<file path="src/hdl/cvtg_pkg.sv">
// ----------------------------------------------------------------------------
// cvtg_pkg
// Shared types and constants of the composite video timing generator.
// ----------------------------------------------------------------------------
package cvtg_pkg;

  localparam int unsigned FRONT_PORCH_LINES = 2;
  localparam int unsigned VSYNC_LINES       = 2;
  localparam int unsigned LINE_BUFFER_DEPTH = 1024;

  localparam int unsigned CFG_IDX_W  = 3;
  localparam int unsigned CFG_DATA_W = 16;
  localparam int unsigned IN_DATA_W  = 8;
  localparam int unsigned OUT_DATA_W = 40;

  // line offsets after the end of active video, widened so they never wrap
  localparam logic [9:0] VSYNC_ON_OFFSET  = 10'(FRONT_PORCH_LINES + 1);
  localparam logic [9:0] VSYNC_OFF_OFFSET = 10'(FRONT_PORCH_LINES + 1 + VSYNC_LINES);

  typedef enum logic [CFG_IDX_W-1:0] {
    CFG_LINE_PERIOD      = 3'd0,
    CFG_SHORT_SYNC_END   = 3'd1,
    CFG_LONG_SYNC_END    = 3'd2,
    CFG_LINE_EVENT_POINT = 3'd3,
    CFG_PIXEL_PERIOD     = 3'd4,
    CFG_PIXELS_PER_LINE  = 3'd5,
    CFG_VISIBLE_LINES    = 3'd6,
    CFG_FRAME_LINES      = 3'd7
  } cfg_idx_e;

  typedef struct packed {
    logic [15:0] line_period;
    logic [15:0] short_sync_end;
    logic [15:0] long_sync_end;
    logic [15:0] line_event_point;
    logic [7:0]  pixel_period;
    logic [9:0]  pixels_per_line;
    logic [8:0]  visible_lines;
    logic [8:0]  frame_lines;
  } cfg_t;

  typedef struct packed {
    logic        blanked;
    logic        line_start;
    logic [15:0] frame_count;
    logic [8:0]  line_number;
    logic        buffer_select;
    logic [9:0]  pixel_index;
    logic        pixel_strobe;
    logic        sync_level;
  } result_t;

endpackage

</file>
<file path="src/hdl/composite_video_timing_generator_unit.sv">
// ----------------------------------------------------------------------------
// composite_video_timing_generator_unit
// Composite sync and pixel strobe timing, one timer tick per transaction.
// ----------------------------------------------------------------------------
// path: an accepted tick is held in the input register, and its result is taken
//   into the result register once that slot is free or being drained
// throughput: one tick per cycle unless m_axis_tready stalls, set by the input
//   register feeding the timing update and the result register behind it
// reset: all counters and flags clear, registers take their default timing,
//   both streams come up empty
module composite_video_timing_generator_unit
  import cvtg_pkg::*;
(
  input  logic                  clk_i,
  input  logic                  rst_ni,
  // slave stream, tdata: tick [0], zero fill [7:1]
  input  logic                  s_axis_tvalid,
  output logic                  s_axis_tready,
  input  logic [IN_DATA_W-1:0]  s_axis_tdata,
  // master stream, tdata: sync_level, pixel_strobe, pixel_index[9:0],
  //   buffer_select, line_number[8:0], frame_count[15:0], line_start, blanked
  output logic                  m_axis_tvalid,
  input  logic                  m_axis_tready,
  output logic [OUT_DATA_W-1:0] m_axis_tdata,
  // configuration writes
  input  logic                  cfg_valid_i,
  output logic                  cfg_ready_o,
  input  logic [CFG_IDX_W-1:0]  cfg_index_i,
  input  logic [CFG_DATA_W-1:0] cfg_data_i
);

  cfg_t    cfg;
  result_t res;

  logic    in_valid_q;
  logic    tick_q;
  logic    out_valid_q;
  result_t out_q;
  logic    advance;

  assign cfg_ready_o = 1'b1;

  cvtg_cfg u_cfg (
    .clk_i     (clk_i),
    .rst_ni    (rst_ni),
    .wr_en_i   (cfg_valid_i),
    .wr_idx_i  (cfg_index_i),
    .wr_data_i (cfg_data_i),
    .cfg_o     (cfg)
  );

  // item moves on when the result slot is free or being drained
  assign advance       = in_valid_q && (!out_valid_q || m_axis_tready);
  assign s_axis_tready = !in_valid_q || advance;

  cvtg_core u_core (
    .clk_i  (clk_i),
    .rst_ni (rst_ni),
    .step_i (advance),
    .tick_i (tick_q),
    .cfg_i  (cfg),
    .res_o  (res)
  );

  always_ff @(posedge clk_i or negedge rst_ni) begin
    if (!rst_ni) begin
      in_valid_q  <= 1'b0;
      out_valid_q <= 1'b0;
    end else begin
      if (s_axis_tready) begin
        in_valid_q <= s_axis_tvalid;
      end
      if (advance) begin
        out_valid_q <= 1'b1;
      end else if (m_axis_tready) begin
        out_valid_q <= 1'b0;
      end
    end
  end

  always_ff @(posedge clk_i) begin
    if (s_axis_tready && s_axis_tvalid) begin
      tick_q <= s_axis_tdata[0];
    end
    if (advance) begin
      out_q <= res;
    end
  end

  assign m_axis_tvalid = out_valid_q;
  assign m_axis_tdata  = {out_q.blanked, out_q.line_start, out_q.frame_count,
                          out_q.line_number, out_q.buffer_select, out_q.pixel_index,
                          out_q.pixel_strobe, out_q.sync_level};

endmodule

</file>
<file path="src/hdl/cvtg_cfg.sv">
// ----------------------------------------------------------------------------
// cvtg_cfg
// Configuration register file, written one register per transaction.
// ----------------------------------------------------------------------------
module cvtg_cfg
  import cvtg_pkg::*;
(
  input  logic                  clk_i,
  input  logic                  rst_ni,
  input  logic                  wr_en_i,
  input  logic [CFG_IDX_W-1:0]  wr_idx_i,
  input  logic [CFG_DATA_W-1:0] wr_data_i,
  output cfg_t                  cfg_o
);

  cfg_t cfg_q;

  always_ff @(posedge clk_i or negedge rst_ni) begin
    if (!rst_ni) begin
      cfg_q.line_period      <= 16'd4608;
      cfg_q.short_sync_end   <= 16'd281;
      cfg_q.long_sync_end    <= 16'd4326;
      cfg_q.line_event_point <= 16'd859;
      cfg_q.pixel_period     <= 8'd14;
      cfg_q.pixels_per_line  <= 10'd245;
      cfg_q.visible_lines    <= 9'd224;
      cfg_q.frame_lines      <= 9'd253;
    end else if (wr_en_i) begin
      case (cfg_idx_e'(wr_idx_i))
        CFG_LINE_PERIOD:      cfg_q.line_period      <= wr_data_i;
        CFG_SHORT_SYNC_END:   cfg_q.short_sync_end   <= wr_data_i;
        CFG_LONG_SYNC_END:    cfg_q.long_sync_end    <= wr_data_i;
        CFG_LINE_EVENT_POINT: cfg_q.line_event_point <= wr_data_i;
        CFG_PIXEL_PERIOD:     cfg_q.pixel_period     <= wr_data_i[7:0];
        CFG_PIXELS_PER_LINE:  cfg_q.pixels_per_line  <= wr_data_i[9:0];
        CFG_VISIBLE_LINES:    cfg_q.visible_lines    <= wr_data_i[8:0];
        CFG_FRAME_LINES:      cfg_q.frame_lines      <= wr_data_i[8:0];
        default: ;
      endcase
    end
  end

  assign cfg_o = cfg_q;

endmodule

</file>
<file path="src/hdl/cvtg_core.sv">
// ----------------------------------------------------------------------------
// cvtg_core
// Timing state and its one-tick update: horizontal counter, line event,
// frame and sync control, pixel strobe run.
// ----------------------------------------------------------------------------
module cvtg_core
  import cvtg_pkg::*;
(
  input  logic    clk_i,
  input  logic    rst_ni,
  input  logic    step_i,
  input  logic    tick_i,
  input  cfg_t    cfg_i,
  output result_t res_o
);

  logic [15:0] hcount_q, hcount_d;
  logic [8:0]  line_q, line_d;
  logic        long_sync_q, long_sync_d;
  logic        disp_sel_q, disp_sel_d;
  logic [15:0] frames_q, frames_d;
  logic [7:0]  phase_q, phase_d;
  logic [9:0]  sent_q, sent_d;
  logic        run_q, run_d;

  logic [8:0]  next_line;
  logic [9:0]  vis_ext;
  logic [16:0] hcount_inc;
  logic        in_line;
  logic        start;
  logic        strobe;
  logic [9:0]  index;
  logic        running;
  logic [15:0] pulse_end;

  always_comb begin
    hcount_d    = hcount_q;
    line_d      = line_q;
    long_sync_d = long_sync_q;
    disp_sel_d  = disp_sel_q;
    frames_d    = frames_q;
    phase_d     = phase_q;
    sent_d      = sent_q;
    run_d       = run_q;
    start       = 1'b0;
    strobe      = 1'b0;
    index       = '0;

    next_line  = line_q + 9'd1;
    vis_ext    = {1'b0, cfg_i.visible_lines};
    hcount_inc = {1'b0, hcount_q} + 17'd1;
    in_line    = (cfg_i.line_period == '0) || (cfg_i.line_event_point < cfg_i.line_period);

    if (tick_i) begin
      if (in_line && (hcount_q == cfg_i.line_event_point)) begin
        start = 1'b1;
        if (next_line < cfg_i.visible_lines) begin
          disp_sel_d = ~disp_sel_q;
          phase_d    = '0;
          sent_d     = '0;
          run_d      = (cfg_i.pixels_per_line != '0);
        end else if (next_line == cfg_i.visible_lines) begin
          frames_d = frames_q + 16'd1;
        end else if ({1'b0, next_line} == vis_ext + VSYNC_ON_OFFSET) begin
          long_sync_d = 1'b1;
        end else if ({1'b0, next_line} == vis_ext + VSYNC_OFF_OFFSET) begin
          long_sync_d = 1'b0;
        end else if (next_line >= cfg_i.frame_lines) begin
          next_line = '0;
        end
        line_d = next_line;
      end
    end

    // run flag after any restart by the line event
    running = run_d;

    if (tick_i) begin
      if (run_d) begin
        if (phase_d == '0) begin
          strobe = 1'b1;
          index  = 10'(sent_d % LINE_BUFFER_DEPTH);
          sent_d = sent_d + 10'd1;
          if (sent_d >= cfg_i.pixels_per_line) begin
            run_d = 1'b0;
          end
        end
        phase_d = phase_d + 8'd1;
        if (phase_d >= cfg_i.pixel_period) begin
          phase_d = '0;
        end
      end
      // a zero line period behaves as a full 16-bit wrap
      if ((cfg_i.line_period != '0) && (hcount_inc >= {1'b0, cfg_i.line_period})) begin
        hcount_d = '0;
      end else begin
        hcount_d = hcount_inc[15:0];
      end
    end

    pulse_end = long_sync_d ? cfg_i.long_sync_end : cfg_i.short_sync_end;

    res_o.sync_level    = !(hcount_q < pulse_end);
    res_o.pixel_strobe  = strobe;
    res_o.pixel_index   = index;
    res_o.buffer_select = disp_sel_d;
    res_o.line_number   = line_d;
    res_o.frame_count   = frames_d;
    res_o.line_start    = start;
    res_o.blanked       = !running;
  end

  always_ff @(posedge clk_i or negedge rst_ni) begin
    if (!rst_ni) begin
      hcount_q    <= '0;
      line_q      <= '0;
      long_sync_q <= 1'b0;
      disp_sel_q  <= 1'b0;
      frames_q    <= '0;
      phase_q     <= '0;
      sent_q      <= '0;
      run_q       <= 1'b0;
    end else if (step_i) begin
      hcount_q    <= hcount_d;
      line_q      <= line_d;
      long_sync_q <= long_sync_d;
      disp_sel_q  <= disp_sel_d;
      frames_q    <= frames_d;
      phase_q     <= phase_d;
      sent_q      <= sent_d;
      run_q       <= run_d;
    end
  end

endmodule

</file>
<file path="config.mk">
export PLATFORM = sky130hd
export DESIGN_NAME = composite_video_timing_generator_unit
export DESIGN_NICKNAME = d
export VERILOG_FILES = /design/src/hdl/cvtg_pkg.sv /design/src/hdl/composite_video_timing_generator_unit.sv /design/src/hdl/cvtg_cfg.sv /design/src/hdl/cvtg_core.sv
export SDC_FILE = /design/constraint.sdc
export NUM_CORES = 1
export LEC_CHECK = 0
export ABC_AREA = 1
export BUFFER_PORTS_ARGS = -buffer_cell sky130_fd_sc_hd__buf_2
export CAP_MARGIN = 25
export CORE_ASPECT_RATIO = 0.75
export CORE_UTILIZATION = 30
export CTS_BUF_LIST = sky130_fd_sc_hd__clkbuf_8 sky130_fd_sc_hd__clkbuf_16
export CTS_CLUSTER_SIZE = 16
export DETAILED_ROUTE_END_ITERATION = 7
export PLACE_DENSITY = 0.55
export SYNTH_ARGS = -nofsm -noshare
export SYNTH_HDL_FRONTEND = slang
export SYNTH_SLANG_ARGS = --single-unit
</file>
<file path="constraint.sdc">
create_clock -name clk_i -period 4.3 [get_ports clk_i]
set_input_delay 0.215 -clock clk_i [delete_from_list [all_inputs] [get_ports clk_i]]
set_output_delay 0.215 -clock clk_i [all_outputs]
set_load 0.01 [all_outputs]
</file>
==> results of run 1 <==
## worst max-delay path, cell delays in order (launching register included)
cell	delay (ns)
dfrtp_2	0.42
ha_4	0.16
nand2_4	0.07
nor2_4	0.16
nand3_2	0.09
nand2_2	0.07
nand2_2	0.05
inv_2	0.08
ha_4	0.22
buf_4	0.14
a211oi_4	0.30
nand3_4	0.13
inv_4	0.09
nand2_8	0.10
nand2_4	0.11
buf_4	0.13
nor3_4	0.04
nand2_1	0.07
nor2_2	0.05
nor2_1	0.08
a21oi_1	0.05
ha_1	0.32
nand2_2	0.07
or4_4	0.53
o2111ai_2	0.17
nand3_1	0.09
o21ai_1	0.13
o21ai_1	0.08
## how the worst max path moves through the flow
| stage | start | endpoint | slack (ns) | cells after the start |
|---|---|---|---|---|
| 2_1_floorplan | u_core.line_q[1] | u_core.run_q | 0.02 | 31 |
| 3_3_place_gp | u_core.line_q[1] | u_core.phase_q[1] | -0.07 | 29 |
| 3_5_place_dp | u_core.line_q[1] | u_core.phase_q[4] | -0.10 | 28 |
| 4_1_cts | u_core.line_q[0] | u_core.run_q | 0.01 | 29 |
| 5_1_grt | u_core.line_q[0] | u_core.phase_q[4] | -0.08 | 27 |
| 6_report | u_core.line_q[0] | u_core.run_q | 0.16 | 27 |
## state kept, by name (all words and copies together) (netlist names), 8 cells and up
| signal | count |
|---|---|
| u_cfg.cfg_o | 100 |
| u_core.frames_q | 16 |
| u_core.hcount_q | 16 |
| u_core.sent_q | 10 |
| u_core.phase_q | 8 |
| m_axis_tdata | 40 |
| u_core.line_q | 9 |
## metal layers
metal	up-vias	global-route usage [%]	share of wire, %
met5	-	0	0
met4	0	4.17	2.4
met3	41	2.62	4.8
met2	203	24.1	42
met1	4858	23.6	51
li1	5193	-	-
## kinds of logic after synthesis
group	after synthesis	share of synthesized area (%)
AO/OA/AOI/OAI	243	10.6
XOR/XNOR	60	4.38
adder cells (fa/ha/maj)	90	9.26
buffers and inverters	228	7.35
flip-flops	205	44.3
multiplexers	15	1.23
other	1	0.0308
AND/OR/NAND/NOR	646	22.8
## synth_stat cells, drive strengths merged
cell type | n | area share, %
or2 | 3 | 0.15
a31oi | 1 | 0.051
clkbuf | 27 | 0.83
xnor2 | 7 | 0.50
dfrtp | 126 | 26
nor4 | 15 | 0.77
o21bai | 3 | 0.19
nand2 | 406 | 13
nor3 | 17 | 0.92
o41ai | 2 | 0.21
a211oi | 4 | 0.25
buf | 14 | 0.74
ha | 90 | 9.3
clkinv | 1 | 0.031
a21oi | 42 | 1.7
nor2 | 98 | 3.3
and2 | 1 | 0.051
a221oi | 1 | 0.072
a21boi | 1 | 0.062
dfstp | 38 | 8.2
and3 | 2 | 0.10
nand3 | 81 | 3.4
inv | 186 | 5.7
o2111ai | 1 | 0.072
mux2i | 15 | 1.2
nand3b | 2 | 0.12
xor2 | 53 | 3.9
o22ai | 8 | 0.41
conb | 1 | 0.031
or4 | 1 | 0.062
o221a | 1 | 0.093
o21ai | 174 | 7.2
edfxtp | 41 | 10
a41oi | 1 | 0.072
o21a | 2 | 0.12
o211ai | 2 | 0.12
nand4 | 20 | 1.0
## metrics by stage
step	cell area (sq um)	setup slack [ns]	setup TNS, ns	hold WS [ns]	util [%]
after detailed placement	13500	-0.104	-0.528	0.200	34.1
after floorplan	12200	0.0206	0	-0.0806	-
after global routing	15000	-0.0767	-0.384	0.0273	37.8
after global placement	13500	-0.0737	-0.384	0.193	34.0
after CTS	14600	0.0141	0	0.0291	36.9
final	15000	0.162	0	0.0541	37.8
## cell type report
cell class	count	share of cell area [%]
multi-input combinational	1055	41.6
sequential	205	35.9
timing repair buffer	165	7.98
inverter	187	4.73
tap	520	4.33
clock buffer	25	4.09
clock inverter	19	1.40
antenna	1	0.0167
## what timing repair did
action | in CTS | in global routing
endpoints found under the setup margin | 8 | 10
gates resized for setup | 9 | 68
setup buffers | 3 | 11
hold endpoints to repair | 72 | 0
pin swaps | 7 | 39
hold buffers | 19 | 0
cloned | 0 | 0
## power by group through the flow
| stage | combinational (mW) | sequential, mW | clock [mW] |
|---|---|---|---|
| after CTS | 2.51 | 2.82 | 2.21 |
| after detailed placement | 2.45 | 2.85 | 0 |
| after floorplan | 1.68 | 2.80 | 0 |
| final | 2.63 | 2.83 | 2.15 |
| after global routing | 3.03 | 2.90 | 2.30 |
| after global placement | 2.37 | 2.85 | 0 |
==> impl_metrics.json, run 1 <==
{
  "status": "complete, no violations",
  "design.core.area_sq_um": 39700,
  "ys_warn_count": 0,
  "grt_start_max_net_pins": 122,
  "clkSlewWorstSetupHoldPaths_ns": 0.07,
  "grt_pass1_vias": 10016,
  "holdCritStartpoint": "cfg_data_i[9]",
  "ant_nets": 0,
  "path_class": "reg -> reg",
  "syn_inst": 1488,
  "dp_hpwl_um": 23400,
  "drt_first_pass_iters": 6,
  "startpoint_type": "flop",
  "required_ns": 4.73,
  "vias_per_cell": 4.73,
  "power.leakage_nw": 7.26,
  "dp_cells": 2098,
  "final_common_cell": "nand2_1",
  "die_x_um": 234,
  "antenna_found_initial": 0,
  "vias": 10295,
  "globalplace.congestion": 0.864,
  "synth.avg_cell_area_sq_um": 8.17,
  "r2r_setup_slack_ns": 0.16,
  "worstHoldPathType": "in -> reg",
  "gr-total-overflow": 0,
  "switching_share_pct": 36.7,
  "combPwrFrac_pct": 34.6,
  "yosysUniqueCellTypes": 53,
  "grt_first_pass_wirelength_um": 52400,
  "io_buffers": 66,
  "cts_root_buf": "clkbuf_16",
  "clockBufferDepth": 3,
  "rsz0062_at_grt": "true",
  "ios": 75,
  "drt_iter0_markers": 653,
  "nFillCells": 4123,
  "start_util_pct": 30.6,
  "min_to": "u_cfg.cfg_o[45]",
  "cts_tree": "built",
  "p_seq_share_pct": 37.2,
  "nets": 1760,
  "crit_path_end_kind": "flop",
  "cts_inserted_buffers": 24,
  "switchingPower_mw": 2.79,
  "netlist_area_sq_um": 12200,
  "r2r_start": "u_core.line_q[0]",
  "layout.cells.non_filler": 2177,
  "placementRows": 63,
  "track_usage_pct": 16.0,
  "finalSetupViolations": 0,
  "final_cell_mix": "379 x nand2_1, 172 x inv_1, 155 x o21ai_0, 123 x dfrtp_1, 81 x ha_1",
  "synth_nets": 1610,
  "drv_cap": 0,
  "wire_per_inst_um": 14.8,
  "multi_input_area_sq_um": 6250,
  "finalHoldViolCount": 0,
  "reg2regPathDepth": 27,
  "maxSlewHeadroom_pct": 35.5,
  "cts_max_level": 1,
  "intPower_mw": 4.83,
  "critPathMaxFanout": 8,
  "worst_slew_pin_slew_ns": 0.965,
  "finClkSkew_ns": 0.0290,
  "dieArea_sq_um": 41300,
  "wirelength_um": 32200,
  "drv_slew": 0,
  "ir_drop_v": 0.000296,
  "synth_seq_area_share_pct": 44.3,
  "clkSinkCount": 205,
  "fmax_mhz": 242,
  "crit_arrival_ns": 4.56,
  "power_density_nw_per_um2": 507,
  "drive_gt1_share_pct": 19.7,
  "ys_ff_latch": 205,
  "die_h_um": 176,
  "fin_total_pwr_mw": 7.62,
  "syn2layout_area_growth_pct": 23.5,
  "drc_errors": 0,
  "clk_latency_ns": 0.55,
  "clkPwrFrac_pct": 28.3,
  "worst_hold_path.num_cells": 3,
  "timing.rr.end": "u_core.run_q",
  "seq_area_sq_um": 5390,
  "fin_crit_sh_pct": 96.2,
  "period_minus_slack_ns": 4.14
}
Power figures use the tool's default switching activity.
==> run 2: changes to the inputs <==
- ABC_AREA: 1 -> unset
- BUFFER_PORTS_ARGS: -buffer_cell sky130_fd_sc_hd__buf_2 -> unset
- DONT_BUFFER_PORTS: unset -> 1
- PLACE_DENSITY: 0.55 -> 0.53
==> impl_metrics.json, run 2 <==
{
  "die_h_um": 177,
  "finClkSkew_ns": 0.0108,
  "gr-total-overflow": 0,
  "antenna_found_initial": 1,
  "ios": 75,
  "cts_inserted_buffers": 24,
  "cts_tree": "built",
  "drt_first_pass_iters": 5,
  "ir_drop_v": 0.000297,
  "cp_slowest_cell": "or4_4",
  "ys_warn_count": 0,
  "die_x_um": 235,
  "path_class": "reg -> reg",
  "synth_nets": 1312,
  "dp_hpwl_um": 23800,
  "hold_ws_ns": 0.0557,
  "grt_start_max_net_pins": 165,
  "netlist_area_sq_um": 12200,
  "crit_path_end_kind": "flop",
  "ant_nets": 0,
  "dieArea_sq_um": 41500,
  "drc_errors": 0,
  "finalWorstSetupSlack_ns": -0.297,
  "track_usage_pct": 16.4,
  "largest_register_ffs": 100,
  "maxSlewHeadroom_pct": 29.2,
  "wirelength_um": 33500,
  "layout.cells.non_filler": 1917,
  "ys_ff_latch": 205,
  "final_common_cell": "buf_4",
  "cp_top_family": "simple AND/OR/NAND/NOR gates",
  "diodes": 0,
  "design.core.area_sq_um": 39800,
  "power_density_nw_per_um2": 419,
  "syn2layout_area_growth_pct": 26.2,
  "clk_latency_ns": 0.54,
  "vias_per_cell": 4.97,
  "netlist.area_leader.share_pct": 25.8,
  "drt_iter0_markers": 774,
  "io_buffers": 0,
  "final_cell_mix": "184 x buf_4, 121 x nand2_1, 121 x dfrtp_1, 84 x ha_1, 81 x mux2_2",
  "cp_num_buf_inv": 3,
  "worst_slew_pin_slew_ns": 1.06,
  "cts_max_level": 1,
  "globalplace.congestion": 0.863,
  "synth_seq_area_share_pct": 44.1,
  "final_cell_area_sq_um": 15400,
  "synth.most_common_cell": "dfrtp_1",
  "critPathMaxFanout": 6,
  "yosysUniqueCellTypes": 76,
  "drv_cap": 0,
  "period_minus_slack_ns": 4.60,
  "yosysTopAreaCell": "dfrtp_1",
  "place_area_sq_um": 14100,
  "worstHoldPathType": "in -> reg",
  "clkSlewWorstSetupHoldPaths_ns": 0.06,
  "clockBufferDepth": 3,
  "status": "finished, violations left",
  "crit_arrival_ns": 5.06,
  "grt_first_pass_wirelength_um": 54200,
  "placementRows": 63,
  "final_util_pct": 38.7,
  "grt_pass1_vias": 9496,
  "rsz0062_at_grt": "true",
  "synth_edf_count": 41,
  "wire_per_inst_um": 17.5,
  "fmax_mhz": 218,
  "finalHoldViolCount": 0,
  "fin_crit_sh_pct": 107,
  "vias": 9518,
  "violations": "setup timing",
  "place_ws_ns": -0.442,
  "clkSinkCount": 205,
  "required_ns": 4.76,
  "nets": 1501,
  "drive_gt1_share_pct": 30.1,
  "dp_cells": 1832,
  "startpoint_type": "flop",
  "finalSetupViolations": 10,
  "critPathMaxStageDelay_ns": 0.55,
  "synth_area_leaders": "dfrtp_1 26%, edfxtp_1 10%, ha_1 9.2%",
  "synth.avg_cell_area_sq_um": 10.3,
  "drv_slew": 0,
  "cts_root_buf": "clkbuf_16",
  "ys.flop_type": "dfrtp_1",
  "start_util_pct": 30.7,
  "postSynth.asyncResetShare_pct": 80.0,
  "syn_inst": 1190,
  "ys_top_cells_by_count": "126 x dfrtp_1, 125 x nand2_1, 90 x ha_1",
  "power.leakage_nw": 6.93
}
## run 2: timing repair
action / CTS / global route
setup buffers: 13 / 6
hold endpoints to repair: 268 / 0
pin swaps: 20 / 21
hold buffers: 22 / 0
setup endpoints to repair: 10 / 10
resized for setup: 34 / 16
## run 2: tightest hold or removal path: stages
cell and delay (ns):
nor3b_1 0.03, buf_4 0.18, nand2_1 0.08, o21ai_0 0.07
## run 2: kinds of logic (layout without fill, tap and decap cells)
logic type	after synthesis	after routing	share of synthesized area (%)
AOI/OAI and AO/OA	223	223	11.7
xor gates and xnor gates	94	94	7.32
adders and majority gates	90	90	9.22
buffers and inverters	113	320	3.73
DFF	205	205	44.1
muxes	99	99	8.99
other	1	1	0.0307
and+or+nand+nor	365	365	14.9
## run 2: final cells by class
type,instances,area [sq um]
Multi-Input combinational cell,872,6660
Fill cell,3904,24400
Tap cell,520,651
Sequential cell,205,5390
Clock buffer,25,626
Timing Repair Buffer,212,1700
Clock inverter,19,146
Inverter,64,240
## run 2: worst paths after layout
path,from,endpoint,slack (ns),cells past startpoint
max,u_core.line_q[1],u_core.phase_q[5],-0.30,25
min,cfg_index_i[1],u_cfg.cfg_o[31],0.06,4
max reg2reg,u_core.line_q[1],u_core.phase_q[5],-0.30,25
min reg2reg,u_core.frames_q[15],u_core.frames_q[15],0.49,1
max in group asynchronous,rst_ni,u_cfg.cfg_o[94],3.16,2
min in group asynchronous,rst_ni,u_core.line_q[4],0.23,2
## run 2: power by group
group / switching (mW) / internal [mW]
Clock: 0.851 / 1.17
Sequential: 0.222 / 2.32
Combinational: 0.929 / 0.968
## run 2: stage by stage
step                setup TNS (ns)  power, mW
floorplan                    -1.70       3.58
global placement             -2.39       4.24
detailed placement           -3.58       4.27
CTS                          -1.64       6.50
global route                 -4.51       6.86
finish                       -2.38       6.46
## run 2: per-layer routing
metal | GRT usage, % | routed length [um]
met5 | 0 | 0
met4 | 3.56 | 639
met3 | 2.54 | 1470
met2 | 25.3 | 14400
met1 | 24.0 | 17000
